<file path="src/assert_macros.svh">
// Assertion macros shared by the scope trigger capture RTL.
// Each macro expects signals named clk and rst_n in the enclosing module.
`ifndef ASSERT_MACROS_SVH
`define ASSERT_MACROS_SVH

`ifndef SYNTH
`define SEC_ASSERT_IMPL(lbl, ant, cons) \
  lbl: assert property (@(posedge clk) disable iff (!rst_n) (ant) |-> (cons)) \
    else $error("assertion failed");
`else
`define SEC_ASSERT_IMPL(lbl, ant, cons)
`endif

`ifndef SYNTH
`define SEC_ASSERT_NEXT(lbl, ant, cons) \
  lbl: assert property (@(posedge clk) disable iff (!rst_n) (ant) |=> (cons)) \
    else $error("assertion failed");
`else
`define SEC_ASSERT_NEXT(lbl, ant, cons)
`endif

`endif

</file>
<file path="src/sec_pkg.sv">
// Package for the scope edge trigger capture block.
// Holds payload structs, field widths, codes and the controller state type.
package sec_pkg;

  localparam int SAMPLE_W  = 12;
  localparam int POS_W     = 11;
  localparam int CFG_IDX_W = 1;
  localparam int CFG_DAT_W = 12;

  localparam logic KIND_SAMPLE  = 1'b0;
  localparam logic KIND_CAPTURE = 1'b1;

  localparam logic [CFG_IDX_W-1:0] CFG_IDX_RISING = 1'b0;
  localparam logic [CFG_IDX_W-1:0] CFG_IDX_LEVEL  = 1'b1;

  localparam logic [SAMPLE_W-1:0] LEVEL_RESET = 12'd2048;

  typedef struct packed {
    logic                kind;
    logic [SAMPLE_W-1:0] sample;
  } sec_in_t;

  typedef struct packed {
    logic [SAMPLE_W-1:0] first_sample;
    logic [SAMPLE_W-1:0] second_sample;
    logic                trigger_found;
    logic [POS_W-1:0]    trigger_position;
    logic                last;
  } sec_out_t;

  typedef struct packed {
    logic                rising_edge;
    logic [SAMPLE_W-1:0] trigger_level;
  } sec_cfg_t;

  typedef enum logic [2:0] {
    SEC_IDLE,
    SEC_SEARCH,
    SEC_FETCH_A,
    SEC_FETCH_B,
    SEC_LOAD,
    SEC_EMIT
  } sec_state_t;

endpackage

</file>
<file path="src/sec_ctrl.sv">
// Capture controller: backward edge search and window readout over the ring.
// Drives the ring write and read ports and the result register. Depends on sec_pkg.
`include "assert_macros.svh"

module sec_ctrl #(
  parameter int RING_DEPTH = 2048,
  parameter int WINDOW = 128,
  localparam int AW = $clog2(RING_DEPTH)
) (
  input  logic                         clk,
  input  logic                         rst_n,
  input  logic                         in_valid,
  input  sec_pkg::sec_in_t             in_data,
  output logic                         in_stall,
  output logic                         out_valid,
  output sec_pkg::sec_out_t            out_data,
  input  logic                         out_stall,
  input  sec_pkg::sec_cfg_t            cfg,
  output logic                         wr_en,
  output logic [sec_pkg::SAMPLE_W-1:0] wr_data,
  output logic                         rd_en,
  output logic [AW-1:0]                rd_addr,
  input  logic [sec_pkg::SAMPLE_W-1:0] rd_data,
  input  logic [AW-1:0]                newest
);
  import sec_pkg::*;

  localparam int HALF = RING_DEPTH / 2;
  localparam int SW   = $clog2(HALF);
  localparam int HW   = WINDOW / 2;
  localparam int IW   = $clog2(WINDOW + 2);

  localparam logic [AW-1:0] LAST      = AW'(RING_DEPTH - 1);
  localparam logic [SW-1:0] STEP_LAST = SW'(HALF - 1);

  sec_state_t          state_r;
  sec_state_t          state_nxt;
  logic [AW-1:0]       ptr_r;
  logic [AW-1:0]       cand_r;
  logic [AW-1:0]       start_r;
  logic [AW-1:0]       trig_r;
  logic [SW-1:0]       steps_r;
  logic [IW-1:0]       idx_r;
  logic [SAMPLE_W-1:0] cur_r;
  logic [SAMPLE_W-1:0] a_r;
  logic                qv_r;
  logic                have_cur_r;
  logic                found_r;
  logic                out_valid_r;
  sec_out_t            out_r;

  logic          in_xfer;
  logic          capture;
  logic          hit;
  logic          search_cmp;
  logic          search_done;
  logic          pair_last;
  logic [AW-1:0] start_pos;

  function automatic logic [AW-1:0] back1(input logic [AW-1:0] x);
    return (x == '0) ? LAST : x - 1'b1;
  endfunction

  function automatic logic [AW-1:0] fwd1(input logic [AW-1:0] x);
    return (x == LAST) ? '0 : x + 1'b1;
  endfunction

  function automatic logic [AW-1:0] back_hw(input logic [AW-1:0] x);
    return (x >= AW'(HW)) ? x - AW'(HW) : x + AW'(RING_DEPTH - HW);
  endfunction

  assign in_xfer   = in_valid && !in_stall;
  assign capture   = in_xfer && (in_data.kind == KIND_CAPTURE);
  assign start_pos = back_hw(newest);
  assign pair_last = ((idx_r + IW'(2)) >= IW'(WINDOW));

  assign hit = cfg.rising_edge ?
               ((cur_r >= cfg.trigger_level) && (rd_data < cfg.trigger_level)) :
               ((cur_r <= cfg.trigger_level) && (rd_data > cfg.trigger_level));
  assign search_cmp  = (state_r == SEC_SEARCH) && qv_r && have_cur_r;
  assign search_done = search_cmp && (hit || (steps_r == STEP_LAST));

  always_comb begin
    state_nxt = state_r;
    case (state_r)
      SEC_IDLE: begin
        if (capture) begin
          state_nxt = SEC_SEARCH;
        end
      end
      SEC_SEARCH: begin
        if (search_done) begin
          state_nxt = SEC_FETCH_A;
        end
      end
      SEC_FETCH_A: state_nxt = SEC_FETCH_B;
      SEC_FETCH_B: state_nxt = SEC_LOAD;
      SEC_LOAD:    state_nxt = SEC_EMIT;
      SEC_EMIT: begin
        if (!out_stall) begin
          state_nxt = pair_last ? SEC_IDLE : SEC_FETCH_A;
        end
      end
      default: state_nxt = SEC_IDLE;
    endcase
  end

  always_comb begin
    in_stall = 1'b1;
    rd_en    = 1'b0;
    case (state_r)
      SEC_IDLE:    in_stall = 1'b0;
      SEC_SEARCH:  rd_en = 1'b1;
      SEC_FETCH_A: rd_en = 1'b1;
      SEC_FETCH_B: rd_en = 1'b1;
      default:     rd_en = 1'b0;
    endcase
  end

  assign rd_addr   = ptr_r;
  assign wr_en     = in_xfer && (in_data.kind == KIND_SAMPLE);
  assign wr_data   = in_data.sample;
  assign out_valid = out_valid_r;
  assign out_data  = out_r;

  always_ff @(posedge clk) begin
    if (!rst_n) begin
      state_r     <= SEC_IDLE;
      out_valid_r <= 1'b0;
    end else begin
      state_r <= state_nxt;
      if (state_r == SEC_LOAD) begin
        out_valid_r <= 1'b1;
      end else if ((state_r == SEC_EMIT) && !out_stall) begin
        out_valid_r <= 1'b0;
      end
    end
  end

  always_ff @(posedge clk) begin
    case (state_r)
      SEC_IDLE: begin
        if (capture) begin
          ptr_r      <= start_pos;
          start_r    <= start_pos;
          cand_r     <= start_pos;
          qv_r       <= 1'b0;
          have_cur_r <= 1'b0;
          steps_r    <= '0;
        end
      end
      SEC_SEARCH: begin
        ptr_r <= back1(ptr_r);
        qv_r  <= 1'b1;
        if (qv_r) begin
          if (!have_cur_r) begin
            cur_r      <= rd_data;
            have_cur_r <= 1'b1;
          end else if (hit) begin
            trig_r  <= cand_r;
            found_r <= 1'b1;
            ptr_r   <= back_hw(cand_r);
            idx_r   <= '0;
          end else if (steps_r == STEP_LAST) begin
            trig_r  <= start_r;
            found_r <= 1'b0;
            ptr_r   <= back_hw(start_r);
            idx_r   <= '0;
          end else begin
            cur_r   <= rd_data;
            cand_r  <= back1(cand_r);
            steps_r <= steps_r + 1'b1;
          end
        end
      end
      SEC_FETCH_A: ptr_r <= fwd1(ptr_r);
      SEC_FETCH_B: begin
        a_r   <= rd_data;
        ptr_r <= fwd1(ptr_r);
      end
      SEC_LOAD: begin
        out_r.first_sample     <= a_r;
        out_r.second_sample    <= ((idx_r + IW'(1)) < IW'(WINDOW)) ? rd_data : '0;
        out_r.trigger_found    <= found_r;
        out_r.trigger_position <= POS_W'(trig_r);
        out_r.last             <= pair_last;
      end
      SEC_EMIT: begin
        if (!out_stall) begin
          idx_r <= idx_r + IW'(2);
        end
      end
      default: ;
    endcase
  end

  `SEC_ASSERT_IMPL(a_busy_stall, out_valid_r, in_stall)
  `SEC_ASSERT_IMPL(a_steps_bound, state_r == SEC_SEARCH, steps_r <= STEP_LAST)
  `SEC_ASSERT_NEXT(a_last_idle, out_valid_r && !out_stall && out_r.last, state_r == SEC_IDLE)

endmodule
</file>
<file path="config.mk">
export PLATFORM = sky130hd
export DESIGN_NAME = sec_ctrl
export DESIGN_NICKNAME = d
export VERILOG_FILES = /design/src/sec_pkg.sv /design/src/sec_ctrl.sv
export VERILOG_INCLUDE_DIRS = /design/src /design/src/src
export SDC_FILE = /design/constraint.sdc
export NUM_CORES = 1
export LEC_CHECK = 0
export ABC_AREA = 0
export ABC_CLOCK_PERIOD_IN_PS = 11200
export BUFFER_PORTS_ARGS = -buffer_cell sky130_fd_sc_hd__buf_2
export CORE_MARGIN = 5
export CORE_UTILIZATION = 50
export DETAILED_ROUTE_END_ITERATION = 7
export GPL_TIMING_DRIVEN = 0
export PLACE_DENSITY = 0.73
export SLEW_MARGIN = 20
export SYNTH_ARGS = -nofsm -noshare
export SYNTH_HDL_FRONTEND = slang
export SYNTH_SLANG_ARGS = --single-unit
</file>
<file path="constraint.sdc">
create_clock -name clk -period 11.2 [get_ports clk]
set_input_delay 2.24 -clock clk [delete_from_list [all_inputs] [get_ports clk]]
set_output_delay 2.24 -clock clk [all_outputs]
set_load 0.005 [all_outputs]
</file>
* Word level (Yosys, flattened, before mapping)
Cells that the tools add are included.
Widths: inputs -> output; s select.
** Storage, ports and cells
- Logic and storage cells :: 136
- Bits in registers :: 130
** Cells by class
- Add/sub/neg operators :: 12
- Reduce and logical (&&, ||, !) cells :: 30
- Bitwise operators :: 1
- Equal/unequal tests :: 17
- Multiplexer cells :: 49
- $lt $le $gt $ge :: 9
** Operators by type and width (count)
- $mux 11 :: 17
- $mux 10 :: 5
- $mux 8 :: 5
- $mux 12 :: 3
- $add 11x11->11 const B :: 3
- $ge 11x7->1 const B :: 3
- $pmux 11 s3 :: 1
- $sub 11x7->11 const B :: 3
- $logic_not 11->1 :: 2
- $pmux 11 s2 :: 1
- $sub 11x1->11 const B :: 2
- $pmux 10 s2 :: 1
- $ne 2x2->1 const B :: 9
- $pmux 3 s6 :: 1
- $pmux 8 s2 :: 1
- $ge 12x12->1 :: 1
- $gt 12x12->1 :: 1
- $le 12x12->1 :: 1
- $lt 12x12->1 :: 1
- $add 11x1->11 const B :: 1
- $eq 11x11->1 const B :: 1
- $add 10x1->10 const B :: 1
- $eq 10x10->1 const B :: 1
- $logic_and 1x1->1 :: 9
- other kinds (25) :: 44

* Depth between registers and ports, before layout
Gate-level depths: netlist of the first run.
- Depth after elaboration :: 7
- Gate-level depth with buffers :: 11
- Depth with buffers taken out :: 9

* Worst setup path after synthesis of the first run
Ideal clock, no wire load.
- Kind :: input to register
- From :: in cfg[11] in the netlist's numbering
- To :: reg cand_r[0] (enable)
- Buffers on the path :: 2
- Setup time :: 0.402 ns
- Arrival :: 4.953 ns
- Required time :: 10.798 ns
- Path slack :: 5.846 ns
- Cell stages on the path :: 11
- Cell sequence :: inv_1 > ha_1 > a21oi_2 > o21a_2 > o211ai_1 > o31a_1 > a32oi_2 > buf_6 > buf_4 > nand2_1 > o21ai_1
** Between the ends
- Word-level cells in the longest chain between the ends :: 5
- Elaborated cells between the ends (all ways) :: 9
** Ends and longest elaborated chain
- start: declaration :: RTL line sec_ctrl.sv:18 : input sec_pkg::sec_cfg_t cfg,
- $le 12x12->1 (tied with other cells) :: RTL line sec_ctrl.sv:79 : ((cur_r <= cfg.trigger_level) && (rd_data > cfg.trigger_level));
- $logic_and 1x1->1, on equally long branches :: RTL line sec_ctrl.sv:79, sec_ctrl.sv:78
- $mux 1 * :: RTL line sec_ctrl.sv:77 : assign hit = cfg.rising_edge ?
- $ne 2x2->1 (no line) *
- $reduce_and 6->1 (no line) *
- end signal: assignment :: RTL line sec_ctrl.sv:146 : cand_r <= start_pos;
- end signal: assignment :: RTL line sec_ctrl.sv:171 : cand_r <= back1(cand_r);
- end: declaration :: RTL line sec_ctrl.sv:39 : logic [AW-1:0] cand_r;
Mark *: on every way between the ends. The rest lies on a longest branch, timed or not.
A chain may end at the register's enable or synchronous reset.

* Worst setup path in the final report of the first run
- From :: in cfg[11] in the netlist's numbering
- To :: reg cand_r[5] (enable)
The elaborated chain is that of the path after synthesis.

==> results.sh, run 1 <==
export IMPL_clk_pin_slew_ps=60
export IMPL_dp_slack_ps=5510
export IMPL_regToRegEndpoint="cand_r[5]$_DFFE_PP_"
export IMPL_synth_edf_count=125
export IMPL_relSlewSlack_pct=41.4
export IMPL_grt_max_degree=35
export IMPL_area_growth_pct=21.8
export IMPL_arrival_ps=5420
export IMPL_grt_overflow=0
export IMPL_fmaxAchievable_ghz=0.188
export IMPL_drive_gt1_share_pct=25.6
export IMPL_fin_ws_ps=5890
export IMPL_synth_xor_area_share_pct=6.02
export IMPL_period_share_pct=47.4
export IMPL_core_area_mm2=0.0127
export IMPL_fin_skew_ps=11.2
export IMPL_rr_startpoint="cur_r[11]$_DFFE_PP_"
export IMPL_design_area_mm2=0.00797
export IMPL_drt_iter0_markers=452
export IMPL_syn_nets=635
export IMPL_tns_ps=0
export IMPL_via_count=4650
export IMPL_ys_seq_area_share_pct=58.6
export IMPL_holdPathStages=0
export IMPL_synth_cell_types=49
export IMPL_required_ps=11320
export IMPL_antenna_found_initial=0
export IMPL_hpwl_um=10800
export IMPL_place_area_mm2=0.00732
export IMPL_postSynth_asyncResetShare_pct=0
export IMPL_initial_core_util_pct=51.4
export IMPL_syn_area_mm2=0.00655
export IMPL_run_status="complete, no violations"
export IMPL_p_leak_nw=3.19
export IMPL_max_clock_path_buffers=2
export IMPL_peakVddDrop_v=0.000151
export IMPL_synthAdderAreaFrac_pct=6.31
export IMPL_ctsHoldBuffers=0
export IMPL_hold_violations=0
export IMPL_slew_viol_final=0
export IMPL_syn_avg_cell_area_um2=11.9
export IMPL_path_delay_family="compound AO/OA/AOI/OAI gates"
export IMPL_grt_pass1_wl_um=23700
export IMPL_via_per_inst=5.41
export IMPL_crit_chain="buf_2, inv_1, ha_1, a21oi_2, o21a_2, o211ai_1, o31a_1, a32oi_2, buf_6, buf_4, nand2_1, o21ai_2, buf_6"
export IMPL_ys_seq_elements=129
export IMPL_die_area_mm2=0.0155
export IMPL_cp_slowest_stage_delay_ps=660
export IMPL_crit_type="in -> reg"
export IMPL_htreeDepth=4
export IMPL_final_antenna_net_count=0
export IMPL_synthCells=549
export IMPL_synthSimpleGateAreaFrac_pct=12.7
export IMPL_final_nets=760
export IMPL_hp_class="reg -> reg"
export IMPL_r2r_slack_ps=7490
export IMPL_power_density_mw_per_mm2=223
export IMPL_yosys_warnings=0
export IMPL_path_common_cell="buf_6"
export IMPL_ys_flop_type="edfxtp_1"
export IMPL_die_w_um=124
export IMPL_worst_path_buf_inv=5
export IMPL_maxCapViolations=0
export IMPL_post_cts_buffers=0
export IMPL_io_buffer_count=104
export IMPL_critPathLaunchType="primary input"
export IMPL_wire_per_inst_um=17.1
export IMPL_synth_compound_area_share_pct=8.72
export IMPL_holdCritStartpoint="a_r[6]$_DFFE_PN_"
export IMPL_wirelength_um=14700
export IMPL_rr_worst_depth=11
export IMPL_cts_tree="yes"
export IMPL_die_h_um=124
export IMPL_fill_cells=1027
export IMPL_synth_top_family_by_area="simple AND/OR/NAND/NOR gates"
export IMPL_clock_latency_ps=410
export IMPL_clockRootBuffer="clkbuf_16"
export IMPL_grt_pass1_vias=4618
export IMPL_drtPass1Iterations=5
export IMPL_num_antenna_cells=0
export IMPL_grtUsageTotal_pct=19.2
export IMPL_place_congestion=0.860
export IMPL_holdPathEnd="out_data[31]$_DFFE_PP_"
export IMPL_rsz0062_at_grt="false"
export IMPL_cts_resized=0
export IMPL_period_minus_slack_ps=5310
export IMPL_drc=0
export IMPL_cp_slowest_cell="o21ai_2"
export IMPL_synth_area_mux_share_pct=2.92
export IMPL_cts_buffers_inserted=17
export IMPL_tightest_slew_ps=878
export IMPL_path_max_fanout=13
export IMPL_rows=41
export IMPL_finalSetupViolations=0
export IMPL_end_kind="flop"
export IMPL_fin_util_pct=62.7
export IMPL_io_pins=117
export IMPL_clock_sinks=129
[placed cells by master, fill, tap and decap left out, drive strengths merged, types with 4 or more instances in the layout]
| cell type | instances |
|---|---|
| xor2 | 26 |
| nor4 | 5 |
| ha | 33 |
| nor2 | 58 |
| nand2b | 4 |
| nand3 | 15 |
| nor2b | 16 |
| a31oi | 4 |
| clkinvlp | 4 |
| and3 | 8 |
| buf | 126 |
| edfxtp | 125 |
| o221ai | 10 |
| nor3 | 12 |
| a21oi | 24 |
| and2 | 6 |
| clkbuf | 29 |
| mux2i | 9 |
| xnor2 | 19 |
| o21a | 5 |
| nand2 | 37 |
| a22oi | 12 |
| o21ai | 15 |
| mux2 | 9 |
| bufinv | 4 |
| nand4 | 4 |
| dfxtp | 4 |
| inv | 40 |
[stage by stage]
stage	total power, mW	hold WS [ps]	instances
2_1_floorplan	1.02	400	549
3_3_place_gp	1.16	402	825
3_5_place_dp	1.18	405	827
4_1_cts	1.78	418	859
5_1_grt	1.86	423	859
6_report	1.77	414	859
[where the power goes]
| group | total (mW) | internal [mW] | switching [mW] |
|---|---|---|---|
| clock | 0.595 | 0.382 | 0.213 |
| sequential | 0.713 | 0.645 | 0.0679 |
| combinational | 0.466 | 0.188 | 0.278 |
| total | 1.77 | 1.21 | 0.559 |
[area by class of cell]
cell class / count / area [um^2] / share of cell area, %
repair buffers: 106 / 552 / 6.92
inverters: 36 / 135 / 1.70
clock inverters: 14 / 203 / 2.54
well taps: 172 / 215 / 2.70
plain buffers: 31 / 179 / 2.24
multi-input cells: 353 / 2410 / 30.3
flip-flops and latches: 129 / 3830 / 48.1
clock buffers: 18 / 439 / 5.51
[state kept, by name (all words and copies together), names as in the netlist]
name / flops
trig_r: 11
out_valid: 1
a_r: 12
steps_r: 10
idx_r: 7
cand_r: 11
qv_r: 1
found_r: 1
start_r: 11
have_cur_r: 1
rd_addr: 11
state_r: 3
cur_r: 12
out_data: 37
[cell usage after synthesis, types with 2 or more instances]
cell	n	area [um^2]
xnor2_1	19	166
nor3_1	12	60.1
o211ai_1	2	15.0
a211oi_1	2	15.0
nand2_1	37	139
a21oi_1	23	115
nor2_1	58	218
mux2_2	9	101
o31a_1	2	17.5
and2_1	6	37.5
and4_1	2	17.5
nor2b_1	16	100
and3_1	8	50.1
nand4_1	4	25.0
ha_1	33	413
o21ai_1	2	10.0
o21a_1	4	30.0
buf_2	2	10.0
buf_1	3	11.3
nor4_1	3	18.8
nor3b_1	2	15.0
edfxtp_1	125	3750
o221ai_1	10	87.6
a22o_1	2	17.5
a22oi_1	12	90.1
a31oi_1	4	25.0
inv_1	36	135
buf_4	14	105
dfxtp_1	4	80.1
o21ai_0	13	65.1
xor2_1	26	228
mux2i_1	9	90.1
nand3_1	15	75.1
nand2b_1	4	25.0
nor4_2	2	25.0
clkbuf_1	11	41.3
[metal layers]
metal	up-vias	share of wire (%)	wire length [um]	GRT usage, %
met5	-	0	0	0
met4	0	1.8	263	7.67
met3	25	6.8	1000	4.03
met2	202	48	7000	30.9
met1	2180	44	6420	25.4
li1	2243	-	-	-
[worst max path at each step]
stage | startpoint | end | slack [ps] | cells after the start
final | cfg[11] | cand_r[5]$_DFFE_PP_ | 5890 | 13
after global placement | cfg[11] | cand_r[1]$_DFFE_PP_ | 4920 | 12
after global routing | cfg[5] | cand_r[5]$_DFFE_PP_ | 5770 | 13
after detailed placement | cfg[11] | cand_r[5]$_DFFE_PP_ | 5510 | 13
after CTS | cfg[11] | cand_r[5]$_DFFE_PP_ | 5940 | 13
after floorplan | cfg[11] | cand_r[0]$_DFFE_PP_ | 5850 | 11
[cells by family after synthesis]
group / after synthesis
xor+xnor: 45
simple gates: 172
fa+ha+maj: 33
flops: 129
buf+inv: 67
mux: 18
compound gates: 85
Power figures use the tool's default switching activity.
==> run 2: changes to the inputs <==
- ABC_CLOCK_PERIOD_IN_PS: 11200 -> 4800
- PLACE_DENSITY: 0.73 -> 0.76
- clock period: 11.2 -> 4.8 ns (I/O delays scaled with it)
==> run 2 against run 1 <==
Compared with the run above: critical path depth down 1; routed wire length down 0.29%; sequential power up 130%; cell area down 0.93%; first-iteration DRC count down 21%; largest cell class unchanged.
==> results.sh, run 2 (synthesized netlist as in run 1, its figures left out) <==
export IMPL_period_minus_slack_ps=3900
export IMPL_peakVddDrop_v=0.000319
export IMPL_grtUsageTotal_pct=19.5
export IMPL_path_max_fanout=12
export IMPL_grt_max_degree=35
export IMPL_grt_pass1_wl_um=24200
export IMPL_slew_viol_final=0
export IMPL_swShare_pct=32.2
export IMPL_clk_pin_slew_ps=50
export IMPL_layout_commonest_cell="edfxtp_1"
export IMPL_fmaxAchievable_ghz=0.257
export IMPL_die_w_um=124
export IMPL_clockRootBuffer="clkbuf_16"
export IMPL_power_density_mw_per_mm2=506
export IMPL_via_count=4667
export IMPL_required_ps=4850
export IMPL_clock_sinks=129
export IMPL_crit_type="in -> reg"
export IMPL_place_inst=827
export IMPL_io_pins=117
export IMPL_wire_per_inst_um=17.1
export IMPL_intPower_mw=2.71
export IMPL_tightest_slew_ps=1030
export IMPL_cts_resized=0
export IMPL_clkPwrFrac_pct=31.1
export IMPL_ctsHoldBuffers=0
export IMPL_drive_gt1_share_pct=25.0
export IMPL_wirelength_um=14600
export IMPL_initial_core_util_pct=51.4
export IMPL_power_switching_mw=1.29
export IMPL_final_cells=859
export IMPL_drt_iter0_markers=355
export IMPL_cp_slowest_cell="a21oi_2"
export IMPL_antenna_found_initial=0
export IMPL_fin_skew_ps=5.96
export IMPL_post_cts_buffers=0
export IMPL_rsz0062_at_grt="false"
export IMPL_io_buffer_count=104
export IMPL_rows=41
export IMPL_critPathLaunchType="primary input"
export IMPL_end_kind="flop"
export IMPL_place_congestion=0.913
export IMPL_drtPass1Iterations=5
export IMPL_htreeDepth=4
export IMPL_max_clock_path_buffers=2
export IMPL_power_frac_comb_pct=27.4
export IMPL_hp_class="reg -> reg"
export IMPL_grt_overflow=0
export IMPL_finalSetupViolations=0
export IMPL_relSlewSlack_pct=31.1
export IMPL_maxCapViolations=0
export IMPL_cts_tree="yes"
export IMPL_period_share_pct=81.2
export IMPL_clock_latency_ps=420
export IMPL_hold_violations=0
export IMPL_tns_ps=0
export IMPL_final_nets=760
export IMPL_core_area_mm2=0.0127
export IMPL_die_h_um=124
export IMPL_die_area_mm2=0.0155
export IMPL_crit_chain="buf_2, inv_1, ha_1, a21oi_1, o21ai_0, a22oi_1, a221oi_1, a32oi_2, buf_6, buf_4, nand2_1, a21oi_2"
export IMPL_cp_slowest_stage_delay_ps=670
export IMPL_arrival_ps=3940
export IMPL_final_cell_mix="edfxtp_1, buf_2, nor2_1, nand2_1, inv_1"
export IMPL_hpwl_um=10900
export IMPL_fin_util_pct=62.1
export IMPL_fill_cells=1025
export IMPL_via_per_inst=5.43
export IMPL_final_antenna_net_count=0
export IMPL_grt_pass1_vias=4861
export IMPL_register_area_mm2=0.00383
export IMPL_p_leak_nw=3.16
export IMPL_num_antenna_cells=0
export IMPL_run_status="complete, no violations"
export IMPL_cts_buffers_inserted=17
export IMPL_p_seq_share_pct=41.5
export IMPL_multi_input_area_mm2=0.00241
export IMPL_area_growth_pct=20.7
export IMPL_drc=0
export IMPL_largest_register_ff_count=37
export IMPL_r2r_slack_ps=1220
-- run 2: final timing paths --
path / to / startpoint / cells past startpoint
max reg2reg: cur_r[8]$_DFFE_PP_ / cur_r[1]$_DFFE_PP_ / 10
min: out_data[4]$_DFFE_PP_ / trig_r[3]$_DFFE_PP_ / 0
min reg2reg: out_data[4]$_DFFE_PP_ / trig_r[3]$_DFFE_PP_ / 0
max: cur_r[8]$_DFFE_PP_ / cfg[5] / 12
-- run 2: cell type report --
type,count,share of cell area [%]
buffer,31,2.27
clock buffer,18,5.43
clock inverter,14,1.79
inverter,36,1.71
multi-input combinational,353,30.5
sequential,129,48.5
tap,172,2.72
timing repair buffer,106,7.03
-- run 2: critical path, delay by kind of cell --
family,cells,cell delay [ps]
adder cells (fa/ha/maj),1,320
AND/OR/NAND/NOR,1,120
buffers and inverters,4,600
AO/OA/AOI/OAI,6,1920
-- run 2: power groups by stage --
stage	clock [mW]	combinational [mW]	sequential (mW)
finish	1.24	1.10	1.66
global route	1.31	1.22	1.68
CTS	1.25	1.09	1.66
detailed placement	0	1.08	1.68
global placement	0	1.04	1.67
floorplan	0	0.738	1.65
-- run 2: per-layer routing --
layer  up-vias  wire (um)  track usage, %
li1       2231          -               -
met1      2209       6230            24.5
met2       203       7010            32.1
met3        24       1150            5.70
met4         0        260            7.16
met5         -          0               0
-- run 2: through the flow --
stage / hold WS, ps / power (mW) / worst slack [ps] / area [um^2]
after floorplan: 400 / 2.39 / 726 / 6550
after global placement: 402 / 2.70 / -174 / 7280
after detailed placement: 405 / 2.75 / 490 / 7330
after CTS: 417 / 4.00 / 955 / 7900
after global routing: 422 / 4.21 / 675 / 7900
final: 415 / 3.99 / 905 / 7900
